[src/sexlex_pkg.sv]
// ----------------------------------------------------------------------------
// sexlex_pkg
// Shared types and constants for the s-expression lexer: token tags,
// character codes and the result record.
// ----------------------------------------------------------------------------
package sexlex_pkg;

    // token tags
    localparam logic [2:0] TAG_OPEN   = 3'd0;
    localparam logic [2:0] TAG_CLOSE  = 3'd1;
    localparam logic [2:0] TAG_STRING = 3'd2;
    localparam logic [2:0] TAG_SYMBOL = 3'd3;
    localparam logic [2:0] TAG_END    = 3'd4;
    localparam logic [2:0] TAG_ERROR  = 3'd5;

    // character codes
    localparam logic [7:0] CH_NUL      = 8'h00;
    localparam logic [7:0] CH_OPEN     = 8'h28;
    localparam logic [7:0] CH_CLOSE    = 8'h29;
    localparam logic [7:0] CH_QUOTE    = 8'h22;
    localparam logic [7:0] CH_BSLASH   = 8'h5C;
    localparam logic [7:0] SPACE_LIMIT = 8'd32;

    // one result record
    typedef struct packed {
        logic       has_char;
        logic [7:0] text_char;
        logic       token_done;
        logic [2:0] token_tag;
        logic       last;
    } t_result;

endpackage

[src/s_expression_lexer.sv]
// ----------------------------------------------------------------------------
// s_expression_lexer
// Byte-serial tokenizer for Lisp source text with streamed token text.
// ----------------------------------------------------------------------------
// Usage:
//   Slave channel (i_s_tvalid / o_s_tready / i_s_tdata) takes one source
//   byte per request; a zero byte marks end of input.
//   Master channel (o_m_tvalid / i_m_tready / o_m_tdata / o_m_tuser /
//   o_m_tlast) gives the result records. o_m_tlast marks the final record
//   caused by one source byte; a byte may cause zero, one or two records.
//   A byte passes the input register, then decode, then the result
//   register, which gives its first record.
//   Throughput: one byte per cycle while each byte gives at most one
//   record and the receiver is ready. A byte that ends a symbol on a
//   paren gives two records and holds the result register until both
//   are taken. Bytes that give no record (whitespace, an opening quote,
//   a backslash in a string) pass even while the result register is busy.
//   Mode (begin, symbol, string, escape) is updated as each byte leaves
//   the input register, in order.
//   Reset (synchronous, active low) empties both registers and puts the
//   lexer in begin mode.
//   When the receiver stalls, the result register holds; the input
//   register still takes bytes until it holds one that gives a record,
//   then o_s_tready drops until the result register can take them.
// ----------------------------------------------------------------------------
module s_expression_lexer (
    input  logic        i_clk,
    input  logic        i_rst_n,
    input  logic        i_s_tvalid,
    output logic        o_s_tready,
    input  logic [7:0]  i_s_tdata,   // [7:0] chr
    output logic        o_m_tvalid,
    input  logic        i_m_tready,
    output logic [15:0] o_m_tdata,   // [7:0] text_char, [8] token_done, [15:9] zero
    output logic [3:0]  o_m_tuser,   // [0] has_char, [3:1] token_tag
    output logic        o_m_tlast    // last
);
    import sexlex_pkg::*;

    typedef enum logic [1:0] {
        MODE_BEGIN  = 2'd0,
        MODE_SYMBOL = 2'd1,
        MODE_STRING = 2'd2,
        MODE_ESCAPE = 2'd3
    } t_mode;

    // outcome of a byte handled in begin mode
    typedef struct packed {
        logic    hit;
        t_result res;
        t_mode   mode;
    } t_beg;

    function automatic t_result mk(input logic has, input logic [7:0] ch,
                                   input logic done, input logic [2:0] tag);
        t_result r;
        r.has_char   = has;
        r.text_char  = has ? ch : 8'h00;
        r.token_done = done;
        r.token_tag  = tag;
        r.last       = 1'b0;
        return r;
    endfunction

    function automatic t_beg beg(input logic [7:0] c);
        t_beg b;
        b.hit  = 1'b1;
        b.mode = MODE_BEGIN;
        b.res  = mk(1'b0, CH_NUL, 1'b1, TAG_END);
        if (c == CH_NUL) begin
            b.res = mk(1'b0, CH_NUL, 1'b1, TAG_END);
        end else if (c == CH_OPEN) begin
            b.res = mk(1'b1, c, 1'b1, TAG_OPEN);
        end else if (c == CH_CLOSE) begin
            b.res = mk(1'b1, c, 1'b1, TAG_CLOSE);
        end else if (c == CH_QUOTE) begin
            b.hit  = 1'b0;
            b.mode = MODE_STRING;
        end else if (c <= SPACE_LIMIT) begin
            b.hit = 1'b0;
        end else begin
            b.res  = mk(1'b1, c, 1'b0, TAG_SYMBOL);
            b.mode = MODE_SYMBOL;
        end
        return b;
    endfunction

    // registers
    logic       r_in_valid;
    logic [7:0] r_in_chr;
    t_mode      r_mode;
    t_result    r_res0;
    t_result    r_res1;
    logic [1:0] r_cnt;      // records still to deliver

    // decode
    t_mode      n_mode;
    t_result    d0, d1;
    logic [1:0] d_cnt;
    t_beg       b;

    always_comb begin
        n_mode = r_mode;
        d0     = mk(1'b0, CH_NUL, 1'b0, TAG_OPEN);
        d1     = mk(1'b0, CH_NUL, 1'b0, TAG_OPEN);
        d_cnt  = 2'd0;
        b      = beg(r_in_chr);
        unique case (r_mode)
            MODE_BEGIN: begin
                n_mode = b.mode;
                d0     = b.res;
                d_cnt  = {1'b0, b.hit};
            end
            MODE_SYMBOL: begin
                if (r_in_chr == CH_OPEN || r_in_chr == CH_CLOSE || r_in_chr == CH_QUOTE) begin
                    // symbol ends, the byte is taken again in begin mode
                    d0     = mk(1'b0, CH_NUL, 1'b1, TAG_SYMBOL);
                    d1     = b.res;
                    n_mode = b.mode;
                    d_cnt  = b.hit ? 2'd2 : 2'd1;
                end else if (r_in_chr <= SPACE_LIMIT) begin
                    d0     = mk(1'b0, CH_NUL, 1'b1, TAG_SYMBOL);
                    n_mode = MODE_BEGIN;
                    d_cnt  = 2'd1;
                end else begin
                    d0    = mk(1'b1, r_in_chr, 1'b0, TAG_SYMBOL);
                    d_cnt = 2'd1;
                end
            end
            MODE_STRING: begin
                if (r_in_chr == CH_NUL) begin
                    d0     = mk(1'b0, CH_NUL, 1'b1, TAG_ERROR);
                    n_mode = MODE_BEGIN;
                    d_cnt  = 2'd1;
                end else if (r_in_chr == CH_BSLASH) begin
                    n_mode = MODE_ESCAPE;
                end else if (r_in_chr == CH_QUOTE) begin
                    d0     = mk(1'b0, CH_NUL, 1'b1, TAG_STRING);
                    n_mode = MODE_BEGIN;
                    d_cnt  = 2'd1;
                end else begin
                    d0    = mk(1'b1, r_in_chr, 1'b0, TAG_STRING);
                    d_cnt = 2'd1;
                end
            end
            MODE_ESCAPE: begin
                if (r_in_chr < SPACE_LIMIT) begin
                    d0     = mk(1'b0, CH_NUL, 1'b1, TAG_ERROR);
                    n_mode = MODE_BEGIN;
                end else begin
                    d0     = mk(1'b1, r_in_chr, 1'b0, TAG_STRING);
                    n_mode = MODE_STRING;
                end
                d_cnt = 2'd1;
            end
            default: ;
        endcase
        // mark the final record of this byte
        if (d_cnt == 2'd2) begin
            d1.last = 1'b1;
        end else if (d_cnt == 2'd1) begin
            d0.last = 1'b1;
        end
    end

    // handshake
    logic pop, buf_free, advance, load;

    assign pop      = (r_cnt != 2'd0) && i_m_tready;
    assign buf_free = (r_cnt == 2'd0) || ((r_cnt == 2'd1) && pop);
    assign advance  = r_in_valid && ((d_cnt == 2'd0) || buf_free);
    assign load     = advance && (d_cnt != 2'd0);

    assign o_s_tready = !r_in_valid || advance;
    assign o_m_tvalid = (r_cnt != 2'd0);
    assign o_m_tdata  = {7'd0, r_res0.token_done, r_res0.text_char};
    assign o_m_tuser  = {r_res0.token_tag, r_res0.has_char};
    assign o_m_tlast  = r_res0.last;

    always_ff @(posedge i_clk) begin
        if (!i_rst_n) begin
            r_in_valid <= 1'b0;
            r_mode     <= MODE_BEGIN;
            r_cnt      <= 2'd0;
        end else begin
            if (o_s_tready) begin
                r_in_valid <= i_s_tvalid;
            end
            if (advance) begin
                r_mode <= n_mode;
            end
            if (load) begin
                r_cnt <= d_cnt;
            end else if (pop) begin
                r_cnt <= r_cnt - 2'd1;
            end
        end
        // payload
        if (o_s_tready && i_s_tvalid) begin
            r_in_chr <= i_s_tdata;
        end
        if (load) begin
            r_res0 <= d0;
            r_res1 <= d1;
        end else if (pop) begin
            r_res0 <= r_res1;
        end
    end

    // assertions
    a_cnt_range: assert property (@(posedge i_clk) disable iff (!i_rst_n)
        r_cnt != 2'd3)
        else $error("result count out of range");

    a_pair_first_not_last: assert property (@(posedge i_clk) disable iff (!i_rst_n)
        (r_cnt == 2'd2) |-> !r_res0.last)
        else $error("first of two records marked last");

    a_single_is_last: assert property (@(posedge i_clk) disable iff (!i_rst_n)
        (r_cnt == 2'd1) |-> r_res0.last)
        else $error("final record not marked last");

    a_pair_drains: assert property (@(posedge i_clk) disable iff (!i_rst_n)
        (r_cnt == 2'd2 && i_m_tready) |=> (r_cnt == 2'd1 && o_m_tvalid))
        else $error("second record lost");

endmodule
[config.mk]
export PLATFORM = sky130hd
export DESIGN_NAME = s_expression_lexer
export DESIGN_NICKNAME = d
export VERILOG_FILES = /design/src/sexlex_pkg.sv /design/src/s_expression_lexer.sv
export SDC_FILE = /design/constraint.sdc
export NUM_CORES = 1
export LEC_CHECK = 0
export ABC_CLOCK_PERIOD_IN_PS = 2920
export BUFFER_PORTS_ARGS = -buffer_cell sky130_fd_sc_hd__buf_4
export CAP_MARGIN = 20
export CELL_PAD_IN_SITES_DETAIL_PLACEMENT = 0
export CELL_PAD_IN_SITES_GLOBAL_PLACEMENT = 1
export CORE_MARGIN = 1.5
export CORE_UTILIZATION = 40
export DETAILED_ROUTE_END_ITERATION = 12
export GPL_ROUTABILITY_DRIVEN = 0
export PLACE_DENSITY_LB_ADDON = 0.1
export SETUP_SLACK_MARGIN = 0.02
export SLEW_MARGIN = 25
export SYNTH_ARGS = -nofsm -noshare
export SYNTH_HDL_FRONTEND = slang
export SYNTH_SLANG_ARGS = --single-unit
[constraint.sdc]
create_clock -name i_clk -period 2.92 [get_ports i_clk]
set_clock_uncertainty 0.15 [all_clocks]
set_input_delay 0.292 -clock i_clk [delete_from_list [all_inputs] [get_ports i_clk]]
set_output_delay 0.292 -clock i_clk [all_outputs]
set_load 0.03 [all_outputs]
==> impl_metrics.ini, run 1 <==
[setup_path]
path_buf_inv = 1
worstSetupPathType = flip-flop to flip-flop
crit_fanout = 26
cpPeakStageDelay_ns = 0.56
cp_slowest_cell = edfxtp_1
crit_arrival_ns = 2.48
endpoint_kind = flip-flop
crit_path_cell_trace = nor4_4 > a211oi_4 > or3_1 > inv_6 > mux2_4
worst_setup_path_start_kind = flip-flop
critPathTopFamily = simple AND/OR/NAND/NOR gates
worstPathRequired_ns = 2.83

[global_routing]
grt_start_max_net_pins = 27
antenna_found_initial = 0
grt.total_usage_pct = 16.4
grt_pass1_wl_mm = 7.62
grt_pass1_vias = 1508
grt_overflow_total = 0

[drt]
drt-initial-drc-count = 158
dr_total_vias = 1626
drc = 0
via_per_inst = 5.25
ant_nets = 0
dr.pass1.iters = 4
post_drt_wl_per_cell_um = 15.4
wirelength_mm = 4.77

[pwr]
power_frac_clock_pct = 22.1
p_sw_mw = 0.752
p_sw_share_pct = 36.0
p_total_mw = 2.09
peakVddDrop_v = 0.000418
p_comb_share_pct = 35.5
p_seq_share_pct = 42.4
p_leak_nw = 0.991
powerDensity_mw_per_mm2 = 798
internal_power_mw = 1.34

[cells_and_area]
fill_cells = 515
antennaDiodeCount = 0
finalNonFillerCells = 310
drive_gt1_share_pct = 26.1
nets = 251
syn2layout_area_growth_pct = 16.5
ff_latch_area_sq_mm = 0.00118
multi_input_area_sq_um = 928
layout_common_cells = edfxtp_1 (36), buf_4 (34), nand2_1 (27)
layout_commonest_cell = edfxtp_1

[timing]
fin_crit_ns = 2.57
fin_crit_sh_pct = 88.1
relSlewSlack_pct = 67.0
rsz0062_at_grt = false
slew_viol_final = 0
tightest_slew_ns = 0.490
setup_tns_ns = 0
setup_violations = 0
fmax_mhz = 389
finalHoldViolCount = 0

[clocking]
clk_pin_slew_ns = 0.09
cts_tree = done
cts.sinks = 41
clk_latency_ns = 0.29
htree_levels = 2
cts_setup_buffers = 0
cts_hold_buf = 0
root_buffer = clkbuf_8
cts_buffers = 5
clock_path_buffers = 2

[logic_synthesis]
yosys_warnings = 0
yosys.area.top_type = edfxtp_1
synth_flop_cell = edfxtp_1
synthesis.instances = 204
synthArstFlopShare_pct = 0
ys_ff_latch = 41
syn_area_per_cell_sq_um = 11.0
synthesis.area_sq_mm = 0.00225
synth_edf_count = 36
synth_top_area_share_pct = 48.1
ys_types = 59
synth_area_leaders = edfxtp_1 (48%), nand2_1 (4.5%), dfxtp_1 (4.4%)
ys_seq_area_share_pct = 52.5

[die]
dieWidth_um = 78.0
die_y_um = 78.0
start_util_pct = 41.1
fp.dieArea_sq_mm = 0.00608
num_io_pins = 35
placementRows = 27
core_sq_mm = 0.00547

[outcome]
status = finished clean

[run]
max-cap-violations = 0

[worst_hold_path]
worstHoldPathType = primary input to flip-flop

[placement]
dp.cells = 302
hpwl_mm = 3.54
io_buffers = 27
-- state kept, by name (all words and copies together), names as in the netlist --
register and count:
o_m_tlast 1, r_mode 2, r_res1 14, r_in_chr 8, r_cnt 2, o_m_tuser 4, r_in_valid 1, o_m_tdata 9
-- through the flow --
stage / setup slack [ns] / hold WS [ns] / instance area [sq um] / util, %
5_1_grt: 0.161 / 0.00137 / 2620 / 47.9
2_1_floorplan: 0.319 / 0.241 / 2290 / -
4_1_cts: 0.218 / 0.0120 / 2610 / 47.8
6_report: 0.349 / 0.0205 / 2620 / 47.9
3_3_place_gp: 0.416 / 0.320 / 2500 / 45.7
3_5_place_dp: 0.363 / 0.321 / 2500 / 45.7
-- cell families (layout without fill, tap and decap cells) --
| group | count (synthesis) | count (layout) | share of synthesized area [%] |
|---|---|---|---|
| flops | 41 | 41 | 52.5 |
| compound gates | 60 | 60 | 20.0 |
| fa+ha+maj | 2 | 2 | 1.11 |
| mux | 3 | 3 | 1.61 |
| buf+inv | 32 | 54 | 8.51 |
| simple gates | 65 | 65 | 16.1 |
| other cells | 1 | 13 | 0.167 |
-- cell type report --
| type | instances | share of cell area, % |
|---|---|---|
| multi-input cells | 143 | 35.4 |
| repair buffers | 34 | 9.74 |
| well taps | 72 | 3.44 |
| inverters | 12 | 1.91 |
| clock inverters | 3 | 1.77 |
| clock buffers | 5 | 2.63 |
| flip-flops and latches | 41 | 45.1 |
-- Yosys cell counts (3+ instances only) --
cell	count
a21oi_1	9
a31oi_1	4
buf_4	8
buf_6	3
clkbuf_1	5
dfxtp_1	5
edfxtp_1	36
inv_1	10
nand2_1	27
nand2b_1	3
nor2_1	8
nor3_1	5
o211ai_1	4
o21ai_0	15
o21ai_2	3
-- power groups by stage --
stage	Combinational, mW	Sequential, mW	Clock, mW
floorplan	0.420	1.01	0
CTS	0.745	0.887	0.471
finish	0.741	0.887	0.462
global placement	0.746	0.897	0
detailed placement	0.741	0.899	0
global route	0.806	0.903	0.494
-- final timing paths --
kind	startpoint	to	slack (ns)	cells past startpoint
max	r_in_chr[3]	o_m_tdata[8]	0.35	5
min	i_s_tdata[5]	r_in_chr[5]	0.02	1
max reg2reg	r_in_chr[3]	o_m_tdata[8]	0.35	5
min reg2reg	r_cnt[0]	r_cnt[0]	0.36	2
-- what timing repair did --
action	4_1_cts	5_1_grt
endpoints found under the hold margin	0	0
resized for setup	0	1
endpoints found under the setup margin	0	1
-- metal layers --
layer  track usage [%]  up-vias  share of wire (%)
met1              21.2      750                 45
met3              4.35        5                5.6
met2              27.0       65                 48
met4              4.82        0                1.1
li1                  -      806                  -
met5                 0        -                  0
No activity file was read; power rests on OpenSTA's default activity.
==> run 2: changes to the inputs <==
--- a/config.mk
+++ b/config.mk
@@ -5,7 +5,7 @@
 export SDC_FILE = /design/constraint.sdc
 export NUM_CORES = 1
 export LEC_CHECK = 0
-export ABC_CLOCK_PERIOD_IN_PS = 2920
+export ABC_CLOCK_PERIOD_IN_PS = 3200
 export BUFFER_PORTS_ARGS = -buffer_cell sky130_fd_sc_hd__buf_4
 export CAP_MARGIN = 20
 export CELL_PAD_IN_SITES_DETAIL_PLACEMENT = 0
==> constraint.sdc (replaced) <==
create_clock -name i_clk -period 3.2 [get_ports i_clk]
set_clock_uncertainty 0.15 [all_clocks]
set_input_delay 0.32 -clock i_clk [delete_from_list [all_inputs] [get_ports i_clk]]
set_output_delay 0.32 -clock i_clk [all_outputs]
set_load 0.03 [all_outputs]
==> run 2 against run 1 <==
Clock power grew 8.2%. Sequential power shrank 8.8%. Via count grew 1.8%. Utilization is essentially flat. Routed wire length shrank 1.3%. Cell count shrank 0.65%. Setup slack gained 0.18 ns. Critical path type is now flip-flop to output pin.
==> impl_metrics.ini, run 2 (same netlist as run 1, synthesis figures left out) <==
[global_routing]
grt_pass1_wl_mm = 7.95
grt_overflow_total = 0
antenna_found_initial = 0
grt.total_usage_pct = 16.9
grt_start_max_net_pins = 27
grt_pass1_vias = 1632

[timing]
slew_viol_final = 0
setup_tns_ns = 0
setup_violations = 0
tightest_slew_ns = 0.530
fin_crit_sh_pct = 83.3
fin_crit_ns = 2.67
rsz0062_at_grt = false
fmax_mhz = 375
finalHoldViolCount = 0
relSlewSlack_pct = 64.4

[drt]
dr_total_vias = 1655
wirelength_mm = 4.71
post_drt_wl_per_cell_um = 15.3
drt-initial-drc-count = 136
ant_nets = 0
via_per_inst = 5.37
dr.pass1.iters = 4
drc = 0

[placement]
io_buffers = 27
hpwl_mm = 3.53

[setup_path]
critPathTopFamily = simple AND/OR/NAND/NOR gates
worstSetupPathType = flip-flop to output pin
worstPathRequired_ns = 2.73
crit_arrival_ns = 2.20
worst_setup_path_start_kind = flip-flop
crit_path_cell_trace = nor4_4 > a211oi_4 > nor4b_1 > inv_1 > buf_4
crit_fanout = 11
cp_slowest_cell = edfxtp_1
cpPeakStageDelay_ns = 0.56
path_buf_inv = 2
endpoint_kind = output pin

[cells_and_area]
max_flop_register = r_res1
layout_common_cells = edfxtp_1 (36), buf_4 (32), nand2_1 (27)
syn2layout_area_growth_pct = 16.5
final_core_util_pct = 47.9
nets = 249
antennaDiodeCount = 0
largest_reg_flops = 14
drive_gt1_share_pct = 25.0
layout_commonest_cell = edfxtp_1

[pwr]
p_leak_nw = 0.994
peakVddDrop_v = 0.000339
powerDensity_mw_per_mm2 = 757

[clocking]
clk_latency_ns = 0.30
cts_buffers = 5
cts.sinks = 41
clock_path_buffers = 2
cts_resized = 0
cts_tree = done
htree_levels = 2
root_buffer = clkbuf_8
clk_pin_slew_ns = 0.08
cts_setup_buffers = 0
cts_hold_buf = 0

[die]
dieWidth_um = 78.0
die_y_um = 78.0
fp.dieArea_sq_mm = 0.00608
start_util_pct = 41.1
placementRows = 27
core_sq_mm = 0.00547
num_io_pins = 35

[run]
max-cap-violations = 0

[worst_hold_path]
worstHoldPathType = primary input to flip-flop

[outcome]
status = finished clean
[run 2: cell count changes in the layout (fill, tap and decap cells not counted)]
cell        previous run  this run
nor4b_2                1         0
bufinv_16              1         2
clkinv_4               1         0
nor4b_1                0         1
buf_4                 34        32
inv_6                  1         2
clkinvlp_4             1         0
[run 2: worst register-to-register path, cell delays in order, from the launching register on]
cell and delay [ns]:
edfxtp_1 0.55, or2_2 0.41, nor4_4 0.50, or3_1 0.28, inv_6 0.13, mux2_4 0.32
[run 2: worst paths after layout]
path	startpoint	end	slack (ns)	depth (start not counted)
max reg2reg	r_in_chr[5]	o_m_tdata[8]	0.62	5
max	r_in_chr[3]	o_s_tready	0.53	5
min	i_s_tdata[5]	r_in_chr[5]	0.05	1
min reg2reg	r_cnt[0]	r_cnt[0]	0.35	2
[run 2: per-stage QoR]
step / total power, mW / hold WS [ns] / worst slack (ns) / area [sq um] / std cells
5_1_grt: 2.08 / 0.0353 / 0.285 / 2620 / 308
2_1_floorplan: 1.31 / 0.269 / 0.599 / 2290 / 216
6_report: 1.98 / 0.0497 / 0.533 / 2620 / 308
3_5_place_dp: 1.50 / 0.344 / 0.643 / 2480 / 300
3_3_place_gp: 1.50 / 0.330 / 0.686 / 2480 / 300
4_1_cts: 2.00 / 0.0403 / 0.495 / 2620 / 308
[run 2: final cells by class]
type                    count  area [sq um]
inverters                  12          50.0
clock buffers               5          68.8
multi-input cells         143           922
fillers                   540          2850
flip-flops and latches     41          1180
clock inverters             3          68.8
well taps                  72          90.1
repair buffers             32           240
[run 2: power by group]
part | total, mW | internal, mW | switching, mW
Clock | 0.500 | 0.314 | 0.186
Sequential | 0.809 | 0.741 | 0.0674
Combinational | 0.675 | 0.245 | 0.430
[run 2: layer usage]
| layer | vias to the layer above | track usage [%] | wire length (um) |
|---|---|---|---|
| li1 | 806 | - | - |
| met2 | 58 | 27.4 | 2210 |
| met3 | 14 | 4.00 | 219 |
| met1 | 777 | 21.0 | 2110 |
| met5 | - | 0 | 0 |
| met4 | 0 | 8.57 | 167 |
